[config.mk]
export PLATFORM = sky130hd
export DESIGN_NAME = lru_key_set
export DESIGN_NICKNAME = d
export VERILOG_FILES = /design/src/rtl/core/lks_pkg.sv /design/src/rtl/core/lks_ctrl.sv /design/src/rtl/core/lks_dpath.sv /design/src/rtl/core/lru_key_set.sv
export SDC_FILE = /design/constraint.sdc
export NUM_CORES = 1
export LEC_CHECK = 0
export BUFFER_PORTS_ARGS = -buffer_cell sky130_fd_sc_hd__buf_2
export CORE_MARGIN = 10
export CORE_UTILIZATION = 45
export DETAILED_ROUTE_END_ITERATION = 6
export PLACE_DENSITY = 0.61
export SKIP_CTS_REPAIR_TIMING = 1
export SYNTH_ARGS = -nofsm -noshare
export SYNTH_HDL_FRONTEND = slang
export SYNTH_SLANG_ARGS = --single-unit
[constraint.sdc]
create_clock -name aclk -period 4.57 [get_ports aclk]
set_clock_uncertainty 0.2 [all_clocks]
set_input_delay 0.6855 -clock aclk [delete_from_list [all_inputs] [get_ports aclk]]
set_output_delay 0.6855 -clock aclk [all_outputs]
set_load 0.005 [all_outputs]
[src/rtl/core/lks_pkg.sv]
`default_nettype none
package lks_pkg;

    // Field widths fixed by the interface.
    localparam int KEY_W     = 31;
    localparam int CAP_W     = 5;
    localparam int S_TDATA_W = 32;
    localparam int S_TUSER_W = 1;
    localparam int M_TDATA_W = 64;
    localparam int M_TUSER_W = 2;

    // Default number of entries in the set.
    localparam int DEF_MAX_ENTRIES = 16;

    // Capacity register value after reset.
    localparam logic [CAP_W-1:0] CAP_RESET = 5'd16;

    // Operation codes carried in s_tuser.
    localparam logic OP_PUT = 1'b0;
    localparam logic OP_GET = 1'b1;

    // Commands from the controller to the datapath.
    typedef struct packed {
        logic load;    // capture the accepted word
        logic look;    // run the parallel compares
        logic update;  // apply the operation and load the result register
    } cmd_t;

endpackage
`default_nettype wire

[src/rtl/core/lks_ctrl.sv]
`default_nettype none
module lks_ctrl (
    input  wire logic        aclk,
    input  wire logic        aresetn,
    input  wire logic        s_tvalid,
    output logic             s_tready,
    output logic             m_tvalid,
    input  wire logic        m_tready,
    output lks_pkg::cmd_t    cmd
);

    typedef enum logic [1:0] {
        ST_IDLE,
        ST_LOOK,
        ST_UPDATE
    } state_t;

    state_t state_reg, state_next;
    logic   out_valid_reg, out_valid_next;

    always_comb begin
        cmd.load   = s_tvalid && (state_reg == ST_IDLE);
        cmd.look   = (state_reg == ST_LOOK);
        cmd.update = (state_reg == ST_UPDATE) && (!out_valid_reg || m_tready);
    end

    assign s_tready = (state_reg == ST_IDLE);
    assign m_tvalid = out_valid_reg;

    always_comb begin
        state_next     = state_reg;
        out_valid_next = out_valid_reg;
        if (out_valid_reg && m_tready) begin
            out_valid_next = 1'b0;
        end
        case (state_reg)
            ST_IDLE: begin
                if (s_tvalid) begin
                    state_next = ST_LOOK;
                end
            end
            ST_LOOK: begin
                state_next = ST_UPDATE;
            end
            ST_UPDATE: begin
                // Hold here while the previous result is still waiting.
                if (!out_valid_reg || m_tready) begin
                    out_valid_next = 1'b1;
                    state_next     = ST_IDLE;
                end
            end
            default: begin
                state_next = ST_IDLE;
            end
        endcase
    end

    always_ff @(posedge aclk) begin
        if (!aresetn) begin
            state_reg     <= ST_IDLE;
            out_valid_reg <= 1'b0;
        end else begin
            state_reg     <= state_next;
            out_valid_reg <= out_valid_next;
        end
    end

endmodule
`default_nettype wire

[src/rtl/core/lks_dpath.sv]
`default_nettype none
module lks_dpath #(
    parameter int MAX_ENTRIES = lks_pkg::DEF_MAX_ENTRIES
) (
    input  wire logic                          aclk,
    input  wire logic                          aresetn,
    input  wire lks_pkg::cmd_t                 cmd,
    input  wire logic                          cfg_wen,
    input  wire logic [lks_pkg::CAP_W-1:0]     cfg_wdata,
    input  wire logic                          in_op,
    input  wire logic [lks_pkg::KEY_W-1:0]     in_key,
    output logic                               out_found,
    output logic [lks_pkg::KEY_W-1:0]          out_found_key,
    output logic                               out_evicted,
    output logic [lks_pkg::KEY_W-1:0]          out_evicted_key
);

    localparam int AGE_W = (MAX_ENTRIES > 1) ? $clog2(MAX_ENTRIES) : 1;
    localparam int OCC_W = $clog2(MAX_ENTRIES + 1);
    localparam int CMP_W = (OCC_W > lks_pkg::CAP_W) ? OCC_W : lks_pkg::CAP_W;

    // Entry storage.
    logic [lks_pkg::KEY_W-1:0] key_reg [MAX_ENTRIES];
    logic [AGE_W-1:0]          age_reg [MAX_ENTRIES];
    logic [MAX_ENTRIES-1:0]    valid_reg;
    logic [OCC_W-1:0]          occ_reg;
    logic [lks_pkg::CAP_W-1:0] cap_reg;

    // Captured request and lookup results.
    logic                      op_reg;
    logic [lks_pkg::KEY_W-1:0] req_key_reg;
    logic [MAX_ENTRIES-1:0]    hit_vec_reg;
    logic [MAX_ENTRIES-1:0]    victim_vec_reg;
    logic [MAX_ENTRIES-1:0]    free_vec_reg;
    logic                      full_reg;

    // Result register.
    logic                      found_reg;
    logic [lks_pkg::KEY_W-1:0] found_key_reg;
    logic                      evicted_reg;
    logic [lks_pkg::KEY_W-1:0] evicted_key_reg;

    logic [CMP_W-1:0]          cap_eff;
    logic [CMP_W-1:0]          cap_ext;
    logic [OCC_W-1:0]          occ_m1_full;
    logic [AGE_W-1:0]          occ_m1;
    logic [MAX_ENTRIES-1:0]    hit_vec;
    logic [MAX_ENTRIES-1:0]    victim_vec;
    logic [MAX_ENTRIES-1:0]    free_vec;
    logic [MAX_ENTRIES-1:0]    free_first;

    // The least recent valid entry is the one whose rank equals occupancy minus one.
    assign occ_m1_full = occ_reg - OCC_W'(1);
    assign occ_m1      = occ_m1_full[AGE_W-1:0];

    always_comb begin
        cap_ext = CMP_W'(cap_reg);
        cap_eff = cap_ext;
        if (cap_ext == '0) begin
            cap_eff = CMP_W'(1);
        end else if (cap_ext > CMP_W'(MAX_ENTRIES)) begin
            cap_eff = CMP_W'(MAX_ENTRIES);
        end
    end

    always_comb begin
        for (int i = 0; i < MAX_ENTRIES; i++) begin
            hit_vec[i]    = valid_reg[i] && (key_reg[i] == req_key_reg);
            victim_vec[i] = valid_reg[i] && (age_reg[i] == occ_m1);
        end
    end

    // Lowest free entry as a one-hot vector.
    assign free_vec   = ~valid_reg;
    assign free_first = free_vec & (~free_vec + MAX_ENTRIES'(1));

    // Update-phase decode.
    logic                      hit_any;
    logic [AGE_W-1:0]          hit_age;
    logic [lks_pkg::KEY_W-1:0] victim_key;
    logic                      is_put;
    logic                      do_evict;
    logic                      do_insert;
    logic [MAX_ENTRIES-1:0]    target_vec;
    logic [AGE_W-1:0]          age_limit;

    always_comb begin
        hit_age    = '0;
        victim_key = '0;
        for (int i = 0; i < MAX_ENTRIES; i++) begin
            if (hit_vec_reg[i]) begin
                hit_age = hit_age | age_reg[i];
            end
            if (victim_vec_reg[i]) begin
                victim_key = victim_key | key_reg[i];
            end
        end
    end

    always_comb begin
        hit_any   = |hit_vec_reg;
        is_put    = (op_reg == lks_pkg::OP_PUT);
        do_evict  = is_put && !hit_any && full_reg;
        do_insert = is_put && !hit_any && !full_reg;
        if (hit_any) begin
            target_vec = hit_vec_reg;
            age_limit  = hit_age;
        end else if (full_reg) begin
            target_vec = victim_vec_reg;
            age_limit  = occ_m1;
        end else begin
            target_vec = free_vec_reg;
            age_limit  = occ_m1;
        end
    end

    always_ff @(posedge aclk) begin
        if (!aresetn) begin
            cap_reg <= lks_pkg::CAP_RESET;
        end else if (cfg_wen) begin
            cap_reg <= cfg_wdata;
        end
    end

    always_ff @(posedge aclk) begin
        if (cmd.load) begin
            op_reg      <= in_op;
            req_key_reg <= in_key;
        end
        if (cmd.look) begin
            hit_vec_reg    <= hit_vec;
            victim_vec_reg <= victim_vec;
            free_vec_reg   <= free_first;
            full_reg       <= (CMP_W'(occ_reg) >= cap_eff);
        end
        if (cmd.update) begin
            found_reg       <= hit_any;
            found_key_reg   <= hit_any ? req_key_reg : '0;
            evicted_reg     <= do_evict;
            evicted_key_reg <= do_evict ? victim_key : '0;
        end
    end

    always_ff @(posedge aclk) begin
        if (cmd.update && is_put) begin
            for (int i = 0; i < MAX_ENTRIES; i++) begin
                if (target_vec[i]) begin
                    key_reg[i] <= req_key_reg;
                end
            end
        end
    end

    always_ff @(posedge aclk) begin
        if (!aresetn) begin
            valid_reg <= '0;
            occ_reg   <= '0;
            for (int i = 0; i < MAX_ENTRIES; i++) begin
                age_reg[i] <= '0;
            end
        end else if (cmd.update && is_put) begin
            // An insert ages every valid entry; otherwise only entries
            // more recent than the one being moved to the front.
            for (int i = 0; i < MAX_ENTRIES; i++) begin
                if (target_vec[i]) begin
                    age_reg[i] <= '0;
                end else if (valid_reg[i] && (do_insert || age_reg[i] < age_limit)) begin
                    age_reg[i] <= age_reg[i] + AGE_W'(1);
                end
            end
            if (do_insert) begin
                valid_reg <= valid_reg | target_vec;
                occ_reg   <= occ_reg + OCC_W'(1);
            end
        end
    end

    assign out_found       = found_reg;
    assign out_found_key   = found_key_reg;
    assign out_evicted     = evicted_reg;
    assign out_evicted_key = evicted_key_reg;

endmodule
`default_nettype wire

[src/rtl/core/lru_key_set.sv]
// lru_key_set: fully associative key set with least-recently-used replacement.
//
// Input channel (s_*): one word per request. s_tuser[0] is the operation
// (0 put, 1 get) and s_tdata[30:0] the key. A put makes the key the most
// recent entry, evicting the least recent one when the set is at capacity.
// A get only reports presence and leaves recency untouched.
// Result channel (m_*): exactly one word per request, in request order,
// carrying found/evicted flags in m_tuser and the two keys in m_tdata.
// Configuration: cfg_wen with cfg_wdata sets the capacity; write it only while
// the block is idle. Zero acts as one, values above MAX_ENTRIES saturate.
//
// Timing: a request is accepted in the idle state, the key and age compares
// over all entries are registered in the next cycle, and the update and result
// register are loaded in the update step. The result becomes valid with that
// load, and a new request is taken only after this three-step controller
// sequence has returned to idle. If the receiver stalls, the block finishes
// the current lookup and holds in its update step until the pending result
// is taken. Reset empties the set and restores capacity 16.
`default_nettype none
module lru_key_set #(
    parameter int MAX_ENTRIES = lks_pkg::DEF_MAX_ENTRIES
) (
    input  wire logic                              aclk,
    input  wire logic                              aresetn,
    // Fields from bit 0: key[30:0], zero pad[31].
    input  wire logic [lks_pkg::S_TDATA_W-1:0]     s_tdata,
    // Fields from bit 0: op[0].
    input  wire logic [lks_pkg::S_TUSER_W-1:0]     s_tuser,
    input  wire logic                              s_tvalid,
    output logic                                   s_tready,
    // Fields from bit 0: found_key[30:0], evicted_key[61:31], zero pad[63:62].
    output logic [lks_pkg::M_TDATA_W-1:0]          m_tdata,
    // Fields from bit 0: found[0], evicted[1].
    output logic [lks_pkg::M_TUSER_W-1:0]          m_tuser,
    output logic                                   m_tvalid,
    input  wire logic                              m_tready,
    input  wire logic                              cfg_wen,
    input  wire logic [lks_pkg::CAP_W-1:0]         cfg_wdata
);

    lks_pkg::cmd_t             cmd;
    logic                      found;
    logic                      evicted;
    logic [lks_pkg::KEY_W-1:0] found_key;
    logic [lks_pkg::KEY_W-1:0] evicted_key;

    lks_ctrl u_ctrl (
        .aclk     (aclk),
        .aresetn  (aresetn),
        .s_tvalid (s_tvalid),
        .s_tready (s_tready),
        .m_tvalid (m_tvalid),
        .m_tready (m_tready),
        .cmd      (cmd)
    );

    lks_dpath #(
        .MAX_ENTRIES (MAX_ENTRIES)
    ) u_dpath (
        .aclk            (aclk),
        .aresetn         (aresetn),
        .cmd             (cmd),
        .cfg_wen         (cfg_wen),
        .cfg_wdata       (cfg_wdata),
        .in_op           (s_tuser[0]),
        .in_key          (s_tdata[lks_pkg::KEY_W-1:0]),
        .out_found       (found),
        .out_found_key   (found_key),
        .out_evicted     (evicted),
        .out_evicted_key (evicted_key)
    );

    // The pad bits of s_tdata carry nothing.
    assign m_tdata = {2'b00, evicted_key, found_key};
    assign m_tuser = {evicted, found};

endmodule
`default_nettype wire

Word-level counts from Yosys, hierarchy flattened
Memory sizes are Yosys's and may differ from the RTL's.
Cells that the tools add are included.
Word-level totals
  bits in writable memories: 560
  bits of input ports: 43
  memories kept: 2
  word-level logic and storage cells: 473
  bits in registers: 174
Operators by class
  multiplexer cells: 236
  bitwise logic cells: 67
  reduce and logical (&&, ||, !) cells: 80
  magnitude comparators: 18
  add/sub/neg operators: 19
  equal/unequal tests: 36
Memory list
  u_dpath.key_reg: depth 16, bits a word 31, read ports 16, clocked after memory_dff 0, wr ports 16, RTL line lks_dpath.sv:23  | logic [lks_pkg::KEY_W-1:0] key_reg [MAX_ENTRIES];
  u_dpath.age_reg: depth 16, bits a word 4, read ports 16, clocked after memory_dff 0, wr ports 16, RTL line lks_dpath.sv:24  | logic [AGE_W-1:0] age_reg [MAX_ENTRIES];
Operators by type and width (count)
  $eq A31 B31 Y1: 16
  $mux W31: 16
  $or A31 B31 Y31: 15
  $mux W4: 49
  $mux W1: 164
  $add A4 B1 Y4 const B: 16
  $eq A4 B4 Y1: 16
  $lt A4 B4 Y1: 16
  $or A4 B4 Y4: 15
  $logic_and A1 B1 Y1: 55
  $mux W16: 2
  $not A16 Y16: 2
  $or A1 B1 Y1: 32
  $logic_or A1 B1 Y1: 17
  $add A16 B1 Y16 const B: 1
  $and A16 B16 Y16: 1
  $or A16 B16 Y16: 1
  $reduce_or A16 Y1: 1
  $mux W5: 2
  $pmux W2 S3: 1
  $add A5 B1 Y5 const B: 1
  $ge A5 B5 Y1: 1
  $gt A5 B5 Y1 const B: 1
  $logic_not A5 Y1: 1
  other kinds (9): 14

Logic depth before layout (Yosys ltp)
Gate-level depths: netlist of the first run.
An unclocked memory read counts as a cell.
  depth in word-level cells: 42
  gate-level depth with buffers: 14
  depth with buffers taken out: 12

By module
A second synthesis of the first run with hierarchy kept.
Unflattened totals
  cells, all modules: 2605
  area, all modules: 35328.9 um2
By module, submodules not included
  lks_dpath: instances 1, area an instance 35156.2 um2, sequential area each 21690.8 um2, cells each 2587
  lks_ctrl: instances 1, area an instance 138.9 um2, sequential area each 60.1 um2, cells each 13
  lru_key_set: instances 1, area an instance 33.8 um2, sequential area each 0.0 um2, cells each 5

Worst setup path after synthesis of the first run
OpenSTA, ideal clock, no wires.
  path kind: input to register
  start: input port m_tready
  end: register u_dpath.occ_reg[4]
  stages: 7
  required time: 4.255 ns
  arrival: 4.631 ns
  setup slack: -0.376 ns
  library setup time: 0.115 ns
  path through: nor2b_1 nor2_1 nor4b_4 buf_4 nand4_1 xnor2_1 and2_1
RTL lines
  start, declared: RTL line lru_key_set.sv:36  | input wire logic m_tready,
  end signal, assigned: RTL line lks_dpath.sv:173  | occ_reg <= occ_reg + OCC_W'(1);
  end, declared: RTL line lks_dpath.sv:26  | logic [OCC_W-1:0] occ_reg;

==> metrics.md, run 1 <==
| Metric | Value |
|---|---|
| Status | finished, final reports clean |
| Synth Instances | about 2,600 |
| First-pass GRT wire length | between 150 and 200 mm |
| Post-synthesis register bit count | 734 |
| WL final | 141 mm |
| DRC viols | 0 |
| Vias in the first global route | 23,981 |
| Final Hold Violating Endpoints | 0 |
| Worst Hold Slack | roughly 6.7 ps |
| Fill cells | around 6,700 |
| Reg2reg end | u_dpath.age_reg[0][41] |
| Critical Path Source | u_dpath.hit_vec_reg[10] |
| Row cnt | ~100 |
| Via count | 25,427 |
| Footprint of the multi-input gates | 13,000 um2 |
| I/O Pins | 111 |
| Setup Crit Path Kind | register to register |
| Synth cell types | 56 |
| Cells along the critical path | nor4_2 > and4_1 > nand2_1 > o21ai_1 > buf_4 > ha_1 > a2111oi_0 > a2111oi_0 > a21oi_1 |
| Max Clk Rate | 242 MHz |
| Min-Delay Path Depth | 1 |
| Dpl hpwl | about 100 mm |
| Setup TNS | 0 ps |
| Max FO, Critical Path | 11 |
| Initial Util | 0.455 |
| Netlist Area Pre-Place | 35,300 um2 |
| CTS tree | done |
| Period utilization | 0.904 |
| Worst path arrival time | 4220 ps |
| FF/Latch Area | 21,800 um2 |
| Synth top area cells | edfxtp_1 (60%), xor2_1 (11%), xnor2_1 (3.7%), a221oi_1 (2.8%), a22o_1 (2.6%) |
| CP max stage delay | 530 ps |
| Clock transition at path regs | 60 ps |
| EDFF count, synth | 705 |
| FF-to-FF setup slack | approximately 440 ps |
| Largest net degree at the start of global routing | 51 |
| Worst rel slew slack | 0.140 |
| GPL Wtd Cong | ~1.0 |
| Placed cell area | 37,800 um2 |
| Synth top cells by count | edfxtp_1 (705), xor2_1 (450), xnor2_1 (148) |
| Design area | 40,300 um2 |
| Nets | 2,859 |
| Post-synth ARST share | 0 |
| Vias/cell | about 6.6 |
| Worst-margin pin slew | 1280 ps |
| Area share of the largest cell type after synthesis | 0.600 |
| CP bufs+invs | 1 |
| Die width | 300 um |
| DRT Pass-1 Iters | 6 |
| H-Tree Depth | 3 |
| Setup Viol. Count Final | 0 |
| Clk root buf | clkbuf_16 |
| I/O Buffers | 107 |
| Hold Crit Endpoint | u_dpath.req_key_reg[6] |
| Crit-path slowest cell | edfxtp_1 |
| CP Launch Type | register |
| GRT Util Overall | 0.308 |
| Fraction of layout cells with a size suffix above 1 | 0.141 |
| Static Leakage | 14.1 nW |
| Peak VDD IR | roughly 0.00027 V |
| Avg Inst Size Synth | 13.7 um2 |
| Initial antenna violation count | 10 |
| Post-route ant nets | 0 |
| Post-route minimum period | 4130 ps |
| MaxCap Viol Count | 0 |
| Die height | ~300 um |
| CTS Sinks | 734 |
| Hold_sp | s_tdata[6] |
| Post-synthesis sequential area ratio | 0.616 |
| DRT iter0 DRCs | 4,371 |
| Final Util | 0.519 |
| Most frequent cell after synthesis | edfxtp_1 |
| Die area | 90,000 um2 |
| RSZ-0062 raised after global routing | no |
| Max reg flops | 496 |
| Top FF cell, synth | edfxtp_1 |
| Core Box Area | 77,600 um2 |
| Num CTS Buffers | 80 |
| GRT overflow | 0 |
| Worst-Skew Late Latency | ~650 ps |
| Critical path's top delay family | compound AO/OA/AOI/OAI gates |
| WL per Instance | 36.7 um |
| Reg-to-Reg Start | u_dpath.hit_vec_reg[10] |
| Clock Path Buffers | 3 |
| Synth area leader | edfxtp_1 |
| P&R area growth vs syn | 14.2% |
| Pins Over Slew Limit | 0 |
| Tightest Hold Check Type | input pin to register |
| PwrDens | 378 nW/um2 |
| Critical Path Most Common Cell | a2111oi_0 |
| Critical Path Sink Type | register |
| Yosys warnings | 0 |
| Worst path required time | 4650 ps |
| Worst R2R Path Depth | 9 |
worst max-delay path by stage:
| stage | endpoint | depth (start not counted) |
|---|---|---|
| CTS | u_dpath.age_reg[0][61] | 11 |
| detailed placement | u_dpath.age_reg[0][41] | 9 |
| global route | u_dpath.age_reg[0][41] | 9 |
| finish | u_dpath.age_reg[0][41] | 9 |
| floorplan | u_dpath.age_reg[0][56] | 11 |
| global placement | u_dpath.age_reg[0][8] | 13 |
cells by family after synthesis:
| family | share of synthesized area |
|---|---|
| AO/OA/AOI/OAI | 0.0985 |
| adder cells (fa/ha/maj) | 0.0252 |
| other | 0.000106 |
| flip-flops | 0.616 |
| AND/OR/NAND/NOR | 0.0858 |
| multiplexers | 0.00628 |
| XOR/XNOR | 0.148 |
| buffers and inverters | 0.0195 |
placed cells by master (no fill, tap or decap), drive strengths merged, types with 47 or more instances in the layout:
cell type	n
nor3	47
clkbuf	102
xnor2	148
xor2	450
nor4	118
a22oi	76
nor2	64
nand4	56
nand3	49
a221oi	113
a22o	103
buf	247
ha	71
edfxtp	705
cell type report:
cell class	instances	area share
Clock buffer	102	0.0525
Sequential cell	734	0.540
Timing Repair Buffer	248	0.0424
Clock inverter	40	0.00959
Multi-Input combinational cell	1665	0.322
Antenna cell	2	0.000124
Tap cell	1040	0.0323
Inverter	16	0.00155
power by group:
| group | internal (W) | total [W] | switching, W |
|---|---|---|---|
| combinational | 0.000356 | 0.00115 | 0.000794 |
| sequential | 0.00750 | 0.00770 | 0.000194 |
| clock | 0.00362 | 0.00638 | 0.00276 |
per-stage QoR:
| step | std cells | total power [W] | setup slack (ps) |
|---|---|---|---|
| floorplan | 2569 | 0.00835 | 482 |
| global placement | 3702 | 0.00891 | 575 |
| detailed placement | 3702 | 0.00893 | 512 |
| CTS | 3844 | 0.0152 | 490 |
| global route | 3845 | 0.0156 | 166 |
| finish | 3847 | 0.0152 | 438 |
metal layers:
metal,vias up,part of all wire,GRT usage
li1,10271,-,-
met1,13024,0.40,0.436
met2,1820,0.43,0.450
met3,300,0.13,0.0776
met4,12,0.042,0.120
met5,-,0.00062,0
Note: power is estimated with default switching activity, not from simulation.
==> run 2, diff against run 1 <==
RECOVER_POWER = 25   (was unset)
==> metrics.md, run 2 (synthesis results as in run 1) <==
| Metric | Value |
|---|---|
| Status | complete, but fails checks |
| Failing checks | design-rule violations, max-capacitance violations, max-slew violations |
| Switching Fraction | 0.246 (-0.000301) |
| Metal2 WL | 60.5 mm (-0.40%) |
| Final WS setup | 238 ps (-200 ps) |
| DRT Pass-1 Iters | 7 (+1) |
| Most frequent cells in the layout | edfxtp_1 (705), xor2_1 (449), xnor2_1 (147) |
| WL per Instance | 36.7 um (about the same) |
| Static Leakage | 14.0 nW (-0.60%) |
| Fill cells | 6,681 (+0.35%) |
| RSZ-0062 raised after global routing | no |
| Most common cell after layout, fill and taps aside | edfxtp_1 |
| Vias/cell | 6.62 (+0.15%) |
| GRT overflow | 0 (unchanged) |
| GRT Util Overall | 0.308 (unchanged) |
| WL final | 141 mm (+0.14%) |
| Setup Crit Path Kind | register to register |
| Clk pwr share | 0.419 (about the same) |
| Die height | 300 um (unchanged) |
| FF-to-FF setup slack | 240 ps (-200 ps) |
| Worst path arrival time | 4440 ps (+220 ps) |
| Core Box Area | 77,600 um2 (unchanged) |
| Initial Util | 0.455 (unchanged) |
| MaxCap Viol Count | 3 (+3) |
| Gate power share | 0.075 (about the same) |
| H-Tree Depth | 3 (unchanged) |
| Psw | 0.00374 W (-0.23%) |
| Peak VDD IR | 0.000269 V (about the same) |
| GPL Wtd Cong | 1.03 (unchanged) |
| Worst-margin pin slew | 2670 ps (+1390 ps) |
| CTS tree | done |
| Post-route minimum period | 4330 ps (+200 ps) |
| Max reg flops | 496 (unchanged) |
| Total chip power | 0.0152 W (-0.11%) |
| CTS Sinks | 734 (unchanged) |
| Footprint of the multi-input gates | 13,000 um2 (unchanged) |
| Setup Viol. Count Final | 0 (unchanged) |
| Worst Hold Slack | 2.90 ps (-3.79 ps) |
| PwrDens | 378 nW/um2 (about the same) |
| Row cnt | 102 (unchanged) |
| Nets | 2,859 (unchanged) |
| Vias in the first global route | 23,981 (unchanged) |
| Via count | 25,478 (+0.20%) |
| Final Hold Violating Endpoints | 0 (unchanged) |
| Pins Over Slew Limit | 115 (+115) |
| Fraction of layout cells with a size suffix above 1 | 0.132 (-0.00856) |
| Worst-Skew Late Latency | 660 ps (about the same) |
| Setup TNS | 0 ps (unchanged) |
| Period utilization | 0.948 (+0.0437) |
| Max Clk Rate | 231 MHz (-4.6%) |
| I/O Buffers | 107 (unchanged) |
| I/O Pins | 111 (unchanged) |
| Post-route ant nets | 0 (unchanged) |
| Max FO, Critical Path | 33 (+22) |
| P_int | 0.0115 W (about the same) |
| First-pass GRT wire length | 196 mm (unchanged) |
| CP Launch Type | register |
| Clk root buf | clkbuf_16 |
| Dpl hpwl | 99.8 mm (unchanged) |
| Die area | 90,000 um2 (unchanged) |
| Post-Place Setup Slack | 512 ps (unchanged) |
| Critical Path Sink Type | register |
| Clock transition at path regs | 60 ps (about the same) |
| Met3 wire length | 18.0 mm (-0.56%) |
| FF/Latch Area | 21,800 um2 (unchanged) |
| Worst path required time | 4670 ps (+20 ps) |
| Num CTS Buffers | 80 (unchanged) |
| Metal-1 WL | 56.3 mm (+0.27%) |
| Highest metal used | met5 |
| P&R area growth vs syn | 14.0% |
| Clock Path Buffers | 3 (unchanged) |
| DRC viols | 1 (+1) |
| Die width | 300 um (unchanged) |
| Tightest Hold Check Type | input pin to register |
| Sequential share of power | 0.506 (about the same) |
| DRT iter0 DRCs | 4,443 (+1.6%) |
| Final Util | 0.518 (-0.00103) |
| Worst rel slew slack | -0.779 (-0.919) |
| Largest net degree at the start of global routing | 51 (unchanged) |
| Initial antenna violation count | 10 (unchanged) |
run 2: area by class of cell:
| type | count | share of cell area |
|---|---|---|
| inverters | 16 | 0.00156 |
| well taps | 1040 | 0.0324 |
| multi-input cells | 1665 | 0.322 |
| clock inverters | 40 | 0.00961 |
| repair buffers | 248 | 0.0404 |
| clock buffers | 102 | 0.0526 |
| diodes | 4 | 0.000249 |
| flip-flops and latches | 734 | 0.541 |
run 2: per-layer routing:
layer	vias up	track usage
met1	13014	0.436
met4	14	0.120
met2	1845	0.450
met3	335	0.0776
met5	-	0
li1	10270	-
run 2: critical path, stage by stage, from the launching register on:
cell	delay, ps
edfxtp_1	320
clkbuf_1	1370
xor2_1	190
nor4_1	800
nand2_1	250
nor4_1	860
run 2: stage by stage:
stage	cells	instance area, um2
3_3_place_gp	3702	37800
4_1_cts	3844	40300
6_report	3849	40200
5_1_grt	3845	40200
2_1_floorplan	2569	35300
3_5_place_dp	3702	37800
run 2: worst paths after layout:
check,startpoint,endpoint,depth (start not counted)
max,u_dpath.req_key_reg[15],u_dpath.hit_vec_reg[8],5
min,s_tdata[23],u_dpath.req_key_reg[23],1
max reg2reg,u_dpath.req_key_reg[15],u_dpath.hit_vec_reg[8],5
min reg2reg,u_ctrl.m_tvalid,u_ctrl.m_tvalid,2
run 2: power groups by stage:
stage | Combinational (W) | Sequential (W) | Clock, W
2_1_floorplan | 0.000598 | 0.00775 | 0
3_3_place_gp | 0.00109 | 0.00782 | 0
3_5_place_dp | 0.00110 | 0.00783 | 0
4_1_cts | 0.00111 | 0.00769 | 0.00643
5_1_grt | 0.00118 | 0.00770 | 0.00670
6_report | 0.00114 | 0.00770 | 0.00637
